===== src/bpc_pkg.sv =====
// Shared types and constants for the barometric pressure compensation block.
package bpc_pkg;

  // Width of the 32-bit compensation arithmetic and of both dividers.
  localparam int unsigned CALC_W = 32;

  // Value given on both outputs when a request cannot be compensated.
  localparam logic [31:0] ERR_VALUE = 32'hFFFF_D8F1;

  // Fixed constants of the compensation formula.
  localparam logic [31:0] B6_OFFSET   = 32'd4000;
  localparam logic [31:0] B4_OFFSET   = 32'd32768;
  localparam logic [31:0] B7_SCALE    = 32'd50000;
  localparam logic [31:0] P_SQ_COEF   = 32'd3038;
  localparam logic [31:0] P_LIN_COEF  = 32'd7357;
  localparam logic [31:0] P_OFFSET    = 32'd3791;

  // Configuration register indexes.
  typedef enum logic [2:0] {
    REG_AC1_AC2 = 3'd0,
    REG_AC3_AC4 = 3'd1,
    REG_AC5_AC6 = 3'd2,
    REG_B1_B2   = 3'd3,
    REG_MC_MD   = 3'd4,
    REG_OSS     = 3'd5
  } reg_idx_t;

  // Input request payload.
  typedef struct packed {
    logic [15:0] raw_temperature;
    logic [23:0] raw_pressure;
    logic        sample_valid;
  } in_req_t;

  // Result payload.
  typedef struct packed {
    logic signed [15:0] temperature;
    logic signed [31:0] pressure;
    logic               error_flag;
  } out_res_t;

  // Calibration coefficients, already extended to 32 bits.
  typedef struct packed {
    logic [31:0] ac1;
    logic [31:0] ac2;
    logic [31:0] ac3;
    logic [31:0] ac4;
    logic [31:0] ac5;
    logic [31:0] ac6;
    logic [31:0] b1;
    logic [31:0] b2;
    logic [31:0] mc;
    logic [31:0] md;
    logic [1:0]  oss;
  } cal_t;

endpackage


===== src/bpc_cfg.sv =====
// Calibration register file with coefficient unpacking and extension.
module bpc_cfg (
  input  logic             clk,
  input  logic             rst_n,
  input  logic             cfg_we,
  input  logic [2:0]       cfg_index,
  input  logic [31:0]      cfg_data,
  output bpc_pkg::cal_t    cal
);

  logic [31:0] ac12_r, ac34_r, ac56_r, b12_r, mcmd_r;
  logic [1:0]  oss_r;

  // Register writes; unknown indexes are ignored.
  always_ff @(posedge clk) begin
    if (!rst_n) begin
      ac12_r <= '0;
      ac34_r <= '0;
      ac56_r <= '0;
      b12_r  <= '0;
      mcmd_r <= '0;
      oss_r  <= 2'd3;
    end else if (cfg_we) begin
      case (cfg_index)
        bpc_pkg::REG_AC1_AC2: ac12_r <= cfg_data;
        bpc_pkg::REG_AC3_AC4: ac34_r <= cfg_data;
        bpc_pkg::REG_AC5_AC6: ac56_r <= cfg_data;
        bpc_pkg::REG_B1_B2:   b12_r  <= cfg_data;
        bpc_pkg::REG_MC_MD:   mcmd_r <= cfg_data;
        bpc_pkg::REG_OSS:     oss_r  <= cfg_data[1:0];
        default: ;
      endcase
    end
  end

  // Split the packed halves; signed ones are sign-extended, unsigned ones zero-extended.
  always_comb begin
    cal.ac1 = {{16{ac12_r[31]}}, ac12_r[31:16]};
    cal.ac2 = {{16{ac12_r[15]}}, ac12_r[15:0]};
    cal.ac3 = {{16{ac34_r[31]}}, ac34_r[31:16]};
    cal.ac4 = {16'd0, ac34_r[15:0]};
    cal.ac5 = {16'd0, ac56_r[31:16]};
    cal.ac6 = {16'd0, ac56_r[15:0]};
    cal.b1  = {{16{b12_r[31]}}, b12_r[31:16]};
    cal.b2  = {{16{b12_r[15]}}, b12_r[15:0]};
    cal.mc  = {{16{mcmd_r[31]}}, mcmd_r[31:16]};
    cal.md  = {{16{mcmd_r[15]}}, mcmd_r[15:0]};
    cal.oss = oss_r;
  end

endmodule


===== config.mk =====
export PLATFORM = sky130hd
export DESIGN_NAME = bpc_cfg
export DESIGN_NICKNAME = d
export VERILOG_FILES = /design/src/bpc_pkg.sv /design/src/bpc_cfg.sv
export SDC_FILE = /design/constraint.sdc
export NUM_CORES = 1
export LEC_CHECK = 0
export ABC_AREA = 1
export BUFFER_PORTS_ARGS = -buffer_cell sky130_fd_sc_hd__buf_2
export CORE_MARGIN = 8
export CORE_UTILIZATION = 40
export DETAILED_ROUTE_END_ITERATION = 10
export GPL_ROUTABILITY_DRIVEN = 1
export PLACE_DENSITY = 0.77
export SLEW_MARGIN = 20
export SYNTH_ARGS = -nofsm -noshare
export SYNTH_HDL_FRONTEND = slang
export SYNTH_SLANG_ARGS = --single-unit

===== constraint.sdc =====
create_clock -name clk -period 1.1 [get_ports clk]
set_input_delay 0.22 -clock clk [delete_from_list [all_inputs] [get_ports clk]]
set_output_delay 0.22 -clock clk [all_outputs]
set_load 0.01 [all_outputs]

# [After elaboration in Yosys (flattened, before gate mapping)]
# Cells that the tools add are included.
[totals] mem_bits_rw=0 latch_bits=0 memories=0 romBits=0 regBits=162 out_inout_bits=322
[op_classes] n_addsub=0 div=0 mux=0 reduce_logical=7 shifts=0 n_mul=0 order_cmp=0 n_eq_ne=5 bitwise=0
[ops] operator="$reduce_and 2->1" n=6
[ops] operator="$eq 3x2->1 const B" n=2
[ops] operator="$eq 3x3->1 const B" n=2
[ops] operator="$eq 3x1->1 const B" n=1
[ops] operator="$logic_not 3->1" n=1

# [Depth between registers and ports, before layout]
[depth] depth_word=2 mapped_depth=7 mapped_depth_nobuf=5

# [Worst setup path before layout]
# No wires, ideal clock.
[synth_path] path_kind="reg-to-output" start="register b12_r[31]" end="output port cal[114] in the netlist's numbering" path_slack_ns=0.064 path_buffers=1 arrival_time_ns=0.816 stages_incl_launch_ff=2 cell_sequence="dfxtp_1 > buf_4"
[synth_rtl] item="start: declaration" line="bpc_cfg.sv:11" source="logic [31:0] ac12_r, ac34_r, ac56_r, b12_r, mcmd_r;"
[synth_rtl] item="start signal: assignment" line="bpc_cfg.sv:28" source="bpc_pkg::REG_B1_B2: b12_r <= cfg_data;"
[synth_rtl] item="end: declaration" line="bpc_cfg.sv:8" source="output bpc_pkg::cal_t cal"
# No word-level cell between the ends.

# [Final worst setup path]
[layout_path] start="register ac12_r[15]" end="output port cal[283] in the netlist's numbering"
[layout_rtl] item="start: declaration" line="bpc_cfg.sv:11"
[layout_rtl] item="start signal: assignment" line="bpc_cfg.sv:25" source="bpc_pkg::REG_AC1_AC2: ac12_r <= cfg_data;"
# No word-level cell between the ends.

==> out/metrics.csv <==
stage;metric;value;unit
outcome;status;complete, but fails checks;
outcome;violations;negative setup slack;
sta;worst_slack;-0.196;ns
route;postRouteWirelength;27.6;mm
logic_synthesis;yosysTopAreaCell;dfxtp_1;
power_and_ir_drop;switchingPower;4.10;mW
worst_setup_path;crit_path_end_kind;output pin;
route;num_vias;7487;
power_and_ir_drop;ir_drop;1.03;mV
worst_setup_path;worstSetupPathType;reg2out;
logic_synthesis;synth-seq-cells;162;
clock_network;path_clk_slew;0.07;ns
logic_synthesis;synth_seq_area_share;0.426;
logic_synthesis;synth_edf_count;0;
route;route.detailed.drc;0;
clock_network;tritoncts;done;
power_and_ir_drop;share_comb_of_total_power;0.161;
sta;setup_viol;134;
route;firstDrtPassIters;5;
placement;dp.final_hpwl;17.9;mm
global_route;grt_pass1_wl;39.9;mm
power_and_ir_drop;p_leak;5.37;nW
logic_synthesis;yosysWarnings;0;
cells_and_area;fill_cells;1568;
die;io_pins;360;
global_route;grt_pass1_vias;7263;
logic_synthesis;synth_top_area_share;0.426;
clock_network;clock_path_buffers;2;
sta;slew_viol_final;0;
route;wl_per_cell;17.7;um
run;drv_cap;0;
sta;min_period;1.30;ns
cells_and_area;final_core_util;0.590;
worst_setup_path;crit_fanout;9;
global_route;antenna_found_initial;1;
sta;hold_viol;0;
global_route;grt_use_total;0.212;
power_and_ir_drop;clockPowerShare;0.397;
die;core-area;0.0187;mm^2
logic_synthesis;synth.distinct_cells;12;
clock_network;h-tree-depth;4;
global_route;grt_overflow;0;
placement;gp_congestion;0.854;
logic_synthesis;synth.cells.most_frequent;322 x nor2_1, 171 x nand2_1, 162 x dfxtp_1, 162 x nand3_1, 160 x buf_4;
logic_synthesis;avgSynthCellArea;6.99;um^2
route;drtAntennaViolNets;0;
placement;place_ws;-0.162;ns
cells_and_area;final_nets;1347;
sta;rsz0062_at_grt;yes;
power_and_ir_drop;power_density;1290;mW/mm^2
route;viasPerCell;4.81;
logic_synthesis;synthMostInstantiatedCell;nor2_1;
die;die_area;0.0237;mm^2
power_and_ir_drop;internal_power;10.1;mW
global_route;grt_max_degree;50;
clock_network;insertion_delay;0.42;ns
sta;timing.final.crit_share;1.18;
worst_setup_path;arrival;1.08;ns
logic_synthesis;async_flop_share;0;
die;die_height;154;um
route;drt_iter0_markers;528;
worst_setup_path;startpoint_type;register;
hold_path;holdCritPathClass;in2reg;
clock_network;cts_root_buf;clkbuf_16;
power_and_ir_drop;seq_power_share;0.442;
die;initial_utilization;0.407;
logic_synthesis;synth_area_leaders;dfxtp_1 43%, nor2_1 16%, buf_4 16%;
worst_setup_path;crit_required;0.88;ns
placement;dp.cells;1496;
cells_and_area;stdcell_count;1557;
logic_synthesis;synth_ff_type;dfxtp_1;
clock_network;cts_sinks;162;
clock_network;cts_buffers;17;
power_and_ir_drop;switching_share;0.289;
logic_synthesis;synth_area;0.00761;mm^2
die;chipWidth;154;um
cells_and_area;synthToLayoutAreaGrowth;45.0;%
logic_synthesis;netlist_instances;1089;
die;core.rowCount;50;
placement;port_buffers;311;
cells_and_area;drive_gt1_frac;0.443;
sta;clock_skew;0;ns
sta;max_freq;772;MHz
critical path, stage by stage, from the launching register on:
cell	delay (ns)
dfxtp_4	0.38
buf_12	0.13
buf_2	0.14
routing by layer:
metal	track usage	share of wire
met3	0.0589	0.078
met4	0.105	0.037
met2	0.362	0.49
met5	0	0
met1	0.239	0.39
per-stage QoR:
step	setup TNS (ns)	cell area, um^2	hold WS [ns]	total power, mW
finish	-19.86	11000	0.0212	14.2
CTS	-20.06	10500	0.00508	14.0
floorplan	0	7780	0.346	7.66
detailed placement	-18.80	8710	0.454	8.20
global placement	-12.58	8710	0.453	8.17
global route	-27.54	11000	0.00331	14.7
cell families after synthesis:
| logic type | synth area share |
|---|---|
| flops | 0.426 |
| other cells | 0.000493 |
| simple gates | 0.356 |
| buf+inv | 0.217 |
final timing paths:
kind | from | endpoint | slack [ns] | depth (start not counted)
setup / recovery | ac12_r[15] | cal[283] | -0.20 | 2
hold / removal | cfg_data[1] | oss_r[1] | 0.02 | 3
setup reg to reg | mcmd_r[31] | mcmd_r[31] | 0.06 | 6
hold reg to reg | oss_r[1] | oss_r[1] | 0.48 | 2
state kept, by name, summed over array words and instances, names as in the netlist:
name	cells
ac12_r	32
ac56_r	32
mcmd_r	32
oss_r	2
b12_r	32
ac34_r	32
cells in the final DEF (no fill, tap or decap), types with 4 or more instances in the layout:
cell        Yosys  final
dfxtp_2         0    154
clkinvlp_4      0      4
buf_6           0    213
nor2_1        322    319
buf_4         160     35
nor2_2          8      6
buf_2          50    108
buf_12          0     22
nor2_4          0      5
nand3_1       162    162
nand2_1       171    171
dfxtp_4         0      8
clkinv_2        0      4
conb_1          1     48
inv_6           0      4
inv_1          37     37
clkbuf_16       0     17
power groups by stage:
stage	combinational, mW	sequential [mW]	clock [mW]
2_1_floorplan	1.23	6.43	0
4_1_cts	2.10	6.27	5.67
6_report	2.29	6.27	5.62
3_5_place_dp	1.88	6.32	0
5_1_grt	2.46	6.29	5.94
3_3_place_gp	1.86	6.31	0
what timing repair did:
item	4_1_cts	5_1_grt
buffers inserted	9	17
resized for setup	341	66
endpoints found under the setup margin	274	274
cloned	1	4
hold buffers	0	0
pin swaps	0	2
cell type report:
| cell class | instances | area, um^2 | area share |
|---|---|---|---|
| inverter | 38 | 143 | 0.0129 |
| clock buffer | 18 | 439 | 0.0398 |
| sequential | 162 | 3470 | 0.314 |
| tap | 234 | 293 | 0.0265 |
| antenna | 1 | 2.50 | 0.000227 |
| timing repair buffer | 379 | 3660 | 0.332 |
| clock inverter | 14 | 105 | 0.00953 |
| multi-input combinational | 711 | 2920 | 0.265 |
Power figures use the tool's default switching activity.
