==> src/bpc_pkg.sv <==
// Shared types and constants for the barometric pressure compensation block.
package bpc_pkg;

  // Width of the 32-bit compensation arithmetic and of both dividers.
  localparam int unsigned CALC_W = 32;

  // Value given on both outputs when a request cannot be compensated.
  localparam logic [31:0] ERR_VALUE = 32'hFFFF_D8F1;

  // Fixed constants of the compensation formula.
  localparam logic [31:0] B6_OFFSET   = 32'd4000;
  localparam logic [31:0] B4_OFFSET   = 32'd32768;
  localparam logic [31:0] B7_SCALE    = 32'd50000;
  localparam logic [31:0] P_SQ_COEF   = 32'd3038;
  localparam logic [31:0] P_LIN_COEF  = 32'd7357;
  localparam logic [31:0] P_OFFSET    = 32'd3791;

  // Configuration register indexes.
  typedef enum logic [2:0] {
    REG_AC1_AC2 = 3'd0,
    REG_AC3_AC4 = 3'd1,
    REG_AC5_AC6 = 3'd2,
    REG_B1_B2   = 3'd3,
    REG_MC_MD   = 3'd4,
    REG_OSS     = 3'd5
  } reg_idx_t;

  // Input request payload.
  typedef struct packed {
    logic [15:0] raw_temperature;
    logic [23:0] raw_pressure;
    logic        sample_valid;
  } in_req_t;

  // Result payload.
  typedef struct packed {
    logic signed [15:0] temperature;
    logic signed [31:0] pressure;
    logic               error_flag;
  } out_res_t;

  // Calibration coefficients, already extended to 32 bits.
  typedef struct packed {
    logic [31:0] ac1;
    logic [31:0] ac2;
    logic [31:0] ac3;
    logic [31:0] ac4;
    logic [31:0] ac5;
    logic [31:0] ac6;
    logic [31:0] b1;
    logic [31:0] b2;
    logic [31:0] mc;
    logic [31:0] md;
    logic [1:0]  oss;
  } cal_t;

endpackage

==> src/bpc_div.sv <==
// Pipelined unsigned restoring divider, one quotient bit per stage.
module bpc_div #(
  parameter int unsigned W  = bpc_pkg::CALC_W,
  parameter int unsigned SW = 1
) (
  input  logic          clk,
  input  logic          rst_n,
  input  logic          en,
  input  logic          in_vld,
  input  logic [W-1:0]  in_dvd,
  input  logic [W-1:0]  in_dvs,
  input  logic [SW-1:0] in_side,
  output logic          out_vld,
  output logic [W-1:0]  out_quo,
  output logic [SW-1:0] out_side
);

  logic [W-1:0]  rem_r  [W];
  logic [W-1:0]  aq_r   [W];
  logic [W-1:0]  dvs_r  [W];
  logic [SW-1:0] side_r [W];
  logic [W-1:0]  vld_r;

  for (genvar k = 0; k < W; k++) begin : g_stage
    logic [W-1:0]  rem_p, aq_p, dvs_p;
    logic [SW-1:0] side_p;
    logic          vld_p;
    logic [W:0]    trial, diff;

    // Stage inputs come from the ports or from the previous stage.
    if (k == 0) begin : g_first
      assign rem_p  = '0;
      assign aq_p   = in_dvd;
      assign dvs_p  = in_dvs;
      assign side_p = in_side;
      assign vld_p  = in_vld;
    end else begin : g_next
      assign rem_p  = rem_r[k-1];
      assign aq_p   = aq_r[k-1];
      assign dvs_p  = dvs_r[k-1];
      assign side_p = side_r[k-1];
      assign vld_p  = vld_r[k-1];
    end

    // Shift in the next dividend bit and try to subtract the divisor.
    assign trial = {rem_p, aq_p[W-1]};
    assign diff  = trial - {1'b0, dvs_p};

    always_ff @(posedge clk) begin
      if (!rst_n) begin
        vld_r[k] <= 1'b0;
      end else if (en) begin
        vld_r[k] <= vld_p;
      end
    end

    always_ff @(posedge clk) begin
      if (en) begin
        rem_r[k]  <= diff[W] ? trial[W-1:0] : diff[W-1:0];
        aq_r[k]   <= {aq_p[W-2:0], ~diff[W]};
        dvs_r[k]  <= dvs_p;
        side_r[k] <= side_p;
      end
    end
  end

  assign out_vld  = vld_r[W-1];
  assign out_quo  = aq_r[W-1];
  assign out_side = side_r[W-1];

endmodule

==> config.mk <==
export PLATFORM = sky130hd
export DESIGN_NAME = bpc_div
export DESIGN_NICKNAME = d
export VERILOG_FILES = /design/src/bpc_pkg.sv /design/src/bpc_div.sv
export SDC_FILE = /design/constraint.sdc
export NUM_CORES = 2
export LEC_CHECK = 0
export BUFFER_PORTS_ARGS = -buffer_cell sky130_fd_sc_hd__buf_2
export CORE_ASPECT_RATIO = 0.7
export CORE_UTILIZATION = 50
export CTS_BUF_LIST = sky130_fd_sc_hd__clkbuf_4 sky130_fd_sc_hd__clkbuf_8 sky130_fd_sc_hd__clkbuf_16
export CTS_CLUSTER_DIAMETER = 50
export DETAILED_ROUTE_END_ITERATION = 8
export PLACE_DENSITY = 0.71
export SYNTH_ARGS = -nofsm -noshare
export SYNTH_HDL_FRONTEND = slang
export SYNTH_SLANG_ARGS = --single-unit
==> constraint.sdc <==
create_clock -name clk -period 11.1 [get_ports clk]
set_input_delay 2.22 -clock clk [delete_from_list [all_inputs] [get_ports clk]]
set_output_delay 2.22 -clock clk [all_outputs]
set_load 0.01 [all_outputs]
After elaboration in Yosys (flattened, before gate mapping)

Memories as Yosys holds them, arrays and structs flattened.
Index checks and enable logic that the tools add are counted.

Logic and storage cells: 134
Input bits: 69
Bits in registers: 32
Output and inout port bits: 34
RAM bits: 3104
Memories kept: 4

Muxes and demuxes: 34
Bitwise operators: 32
Add/sub/neg operators: 32

Memory list:

| name   | depth | width | read ports | clocked after memory_dff | wr ports | RTL line      | text |
|---|---|---|---|---|---|---|---|
| aq_r   | 32    | 32    | 32         | 0                        | 32       | bpc_div.sv:19 | `logic [W-1:0] aq_r [W];` |
| dvs_r  | 32    | 32    | 31         | 0                        | 32       | bpc_div.sv:20 | `logic [W-1:0] dvs_r [W];` |
| rem_r  | 32    | 32    | 31         | 0                        | 32       | bpc_div.sv:18 | `logic [W-1:0] rem_r [W];` |
| side_r | 32    | 1     | 32         | 0                        | 32       | bpc_div.sv:21 | `logic [SW-1:0] side_r [W];` |

Operator list:

| operator                     | number |
|---|---|
| two-way mux 32 bit           | 32 |
| subtractor 33 x 32 -> 33 bit | 31 |
| subtractor 1 x 32 -> 33 bit  | 1 |
| inverter 1 bit               | 32 |
| two-way mux 1 bit            | 2 |

Logic depth before layout (Yosys ltp)

An unclocked memory read counts as a cell.

Depth in word-level cells: 3
Mapped depth: 16
Mapped depth without buffers: 15

Worst setup path before layout

OpenSTA, ideal clock, no wires.

Path type: in2reg
From: in in_dvd[31]
To: mem rem_r[0][11] in the netlist's numbering, data pin
Slack: 7.307 ns
Stages: 8
Arrival time: 3.536 ns
Library setup time: 0.257 ns
Buffers on the path: 3
Path through: inv_1 ha_1 clkbuf_1 clkbuf_1 inv_1 ha_1 clkbuf_1 o2111a_1

RTL lines:

| element     | RTL line      | text |
|---|---|---|
| from (decl) | bpc_div.sv:10 | `input logic [W-1:0] in_dvd,` |
| to (decl)   | bpc_div.sv:18 |  |

==> out/qor.txt <==
run status: finished with violations
failing checks: design-rule violations
CP arrival: 6.37 ns
final max-slew violation count: 0
Crit. Startpoint: dvs_r[0][256]
top-area cell type share of the netlist area: 58.76%
crit-path cells: ha_1 -> fa_1 -> nor2b_1 -> o31ai_1 -> a2111oi_1 -> nor3_1 -> a211oi_1 -> o21ai_1 -> a31oi_1 -> a21oi_1 -> a21oi_1 -> xor2_4 -> buf_4 -> mux2_2
clk_skew: 0.05423 ns
CTS tree: built
Max clock buf depth: 4
H-tree Lvls: 5
TritonCTS buffer count: 331
Cell Rows: 170
R2R setup slack: 5.33 ns
initial antenna violation count: 10
CTS resizes: 0
Avg Inst Size Synth: 12.99 µm²
Critical R2R Launch: dvs_r[0][256]
Final GP Congestion: 0.9770
Setup Buffers After CTS: 0
GRT Overall Usage: 21.54%
Die Width: 668.3 µm
Tot Pwr: 54.31 mW
Async S/R FF share, synth: 0%
Hold Fails Final Rpt: 0
Most common cell on crit path: a21oi_1
Routed WL per cell: 20.73 µm
slowest CP cell: a2111oi_1
Syn. warnings: 0
Critical Path Fanout Max: 33
initial DRC count: 11240
# Max-Cap Violations: 0
Starting Density: 50.48%
worst slew pin tran: 1.234 ns
register bit total from synthesis: 3072
most frequent cell after synthesis: edfxtp_1
Synth area leaders: edfxtp_1, ha_1, mux2_2, xnor2_1, inv_1
RR Endpoint: rem_r[2][42]
Unique masters post-synth: 105
fin crit share: 51.96%
hpwl dp: 250.6 mm
final wirelength: 344.6 mm
CTS Root Cell: clkbuf_16
PortBufs: 102
synthesized cell area: 155400 µm²
CP endpoint kind: register
DR vias/cell: 5.758
Post-synth top flop: edfxtp_1
Worst-path clk slew: 0.06 ns
Clock Latency Late Sink: 0.89 ns
startpoint type of the worst setup path: register
sequential area share after synthesis: 59.17%
Lkg Pwr: 68.76 nW
crit path time final: 5.767 ns
Hold Crit Class: register to register
vias in the first global route: 90820
r2r worst-path depth: 14
kind of critical path: register to register
Post-synth EDFFs: 3040
max incr delay on CP: 0.89 ns
Slew Limit Headroom: 15.58%
final net count: 13320
RSZ-0062 raised after global routing: false
Post-DRT Antenna Nets: 0
die height: 468.4 µm
area leader, netlist: edfxtp_1
post-synthesis cell count: 11960
share of cells above drive strength 1: 12.80%
synthesis-to-finish area growth: 10.56%
global route overflow: 0
Setup violations, final: 0
Remaining DRCs: 8
top post-synthesis cells by count: edfxtp_1, inv_1, ha_1, a21oi_1, mux2_2
Critical Path RT: 11.70 ns
core footprint: 307800 µm²
Pwr Density: 316.2 nW/µm²
setup ws final: 5.333 ns
first-pass GRT wire length: 532.6 mm
drt first pass iters: 9
top-level I/O count: 103
worst slack, placed: 4.974 ns
largest net degree at the start of global routing: 175
# clock sinks: 3072
hold buffer count at CTS: 0
Setup TNS Final: 0 ns
die area: 313000 µm²
peak supply drop: 0.2182 mV
Peak Freq: 173.4 MHz
critical path endpoint: rem_r[2][42]
Vias: 95740
critical path, delay by kind of cell (launching register included):
family / cells / cell delay (ns)
adder cells (fa/ha/maj): 2 / 0.67
buffers and inverters: 1 / 0.48
flip-flops: 1 / 0.39
AO/OA/AOI/OAI: 7 / 2.70
AND/OR/NAND/NOR: 2 / 0.58
multiplexers: 1 / 0.41
XOR/XNOR: 1 / 0.16
state kept, by name, summed over array words and instances, names as in the netlist:
signal         flops
dvs_r            992
side_r            32
aq_r            1024
rem_r            992
out_vld            1
g_stage.vld_p     31
power by group:
group / leakage (nW) / switching [mW] / total [mW] / internal, mW
logic: 33.3 / 13.4 / 24.6 / 11.2
registers: 30.0 / 1.68 / 18.5 / 16.8
clock network: 5.41 / 4.70 / 11.2 / 6.48
total: 68.8 / 19.8 / 54.3 / 34.5
per-stage QoR:
stage	utilization (%)	cell area [µm²]	hold WS (ns)	cells
6_report	55.81	171800	0.3795	16630
5_1_grt	55.80	171800	0.3802	16620
4_1_cts	55.80	171700	0.3782	16620
3_5_place_dp	52.25	160800	0.4045	16020
3_3_place_gp	52.25	160800	0.4004	16020
2_1_floorplan	-	155400	0.4003	11970
worst min path at each step:
| stage | from | end | slack (ns) | depth (start not counted) |
|---|---|---|---|---|
| 5_1_grt | aq_r[1][111] | aq_r[2][16] | 0.38 | 0 |
| 2_1_floorplan | aq_r[0][67] | aq_r[0][100] | 0.40 | 0 |
| 3_5_place_dp | aq_r[0][89] | aq_r[0][122] | 0.40 | 0 |
| 4_1_cts | aq_r[2][49] | aq_r[2][82] | 0.38 | 0 |
| 3_3_place_gp | aq_r[7][64] | aq_r[7][97] | 0.40 | 0 |
| 6_report | aq_r[2][115] | aq_r[3][20] | 0.38 | 0 |
metal layers:
metal | part of all wire (%) | track usage [%] | routed length, µm
met3 | 10 | 5.943 | 35870
met2 | 34 | 25.03 | 118700
met4 | 1.7 | 4.059 | 5761
met1 | 53 | 37.87 | 184100
met5 | 0.042 | 0 | 145
placed cells by master, fill, tap and decap left out, drive strengths merged, types with 35 or more instances in the layout:
cell	count
and2	46
nand3	135
xnor2	566
clkbuf	397
nand2	463
nor2	481
o31ai	45
a21o	455
inv	1270
o21ai	542
nand2b	137
ha	993
buf	167
edfxtp	3040
clkinv	122
nor2b	190
a21boi	35
and3	93
a31oi	90
o21bai	76
or3	47
nor3	113
xor2	260
a211oi	68
mux2i	132
or2	39
nand4	101
o211ai	41
a21oi	848
mux2	770
o21a	155
cell type report:
class | count | area (µm²)
inverter | 1238 | 4647
fill | 24690 | 136000
clock buffer | 397 | 8980
tap | 4128 | 5165
clock inverter | 197 | 1951
antenna | 10 | 25.02
multi-input combinational | 7417 | 57890
timing repair buffer | 167 | 1192
sequential | 3072 | 91930
cell families (layout without fill, tap and decap cells):
kind of cell | after synthesis | in the layout | share of synthesized area (%)
DFF | 3072 | 3072 | 59.17
AOI/OAI and AO/OA | 2695 | 2695 | 11.12
and+or+nand+nor | 1956 | 1956 | 6.307
buffers and inverters | 1481 | 1999 | 3.796
adders and majority gates | 1023 | 1023 | 8.383
muxes | 902 | 902 | 6.499
xor gates and xnor gates | 826 | 826 | 4.719
other | 1 | 25 | 0.002414
No activity file was read; power rests on OpenSTA's default activity.
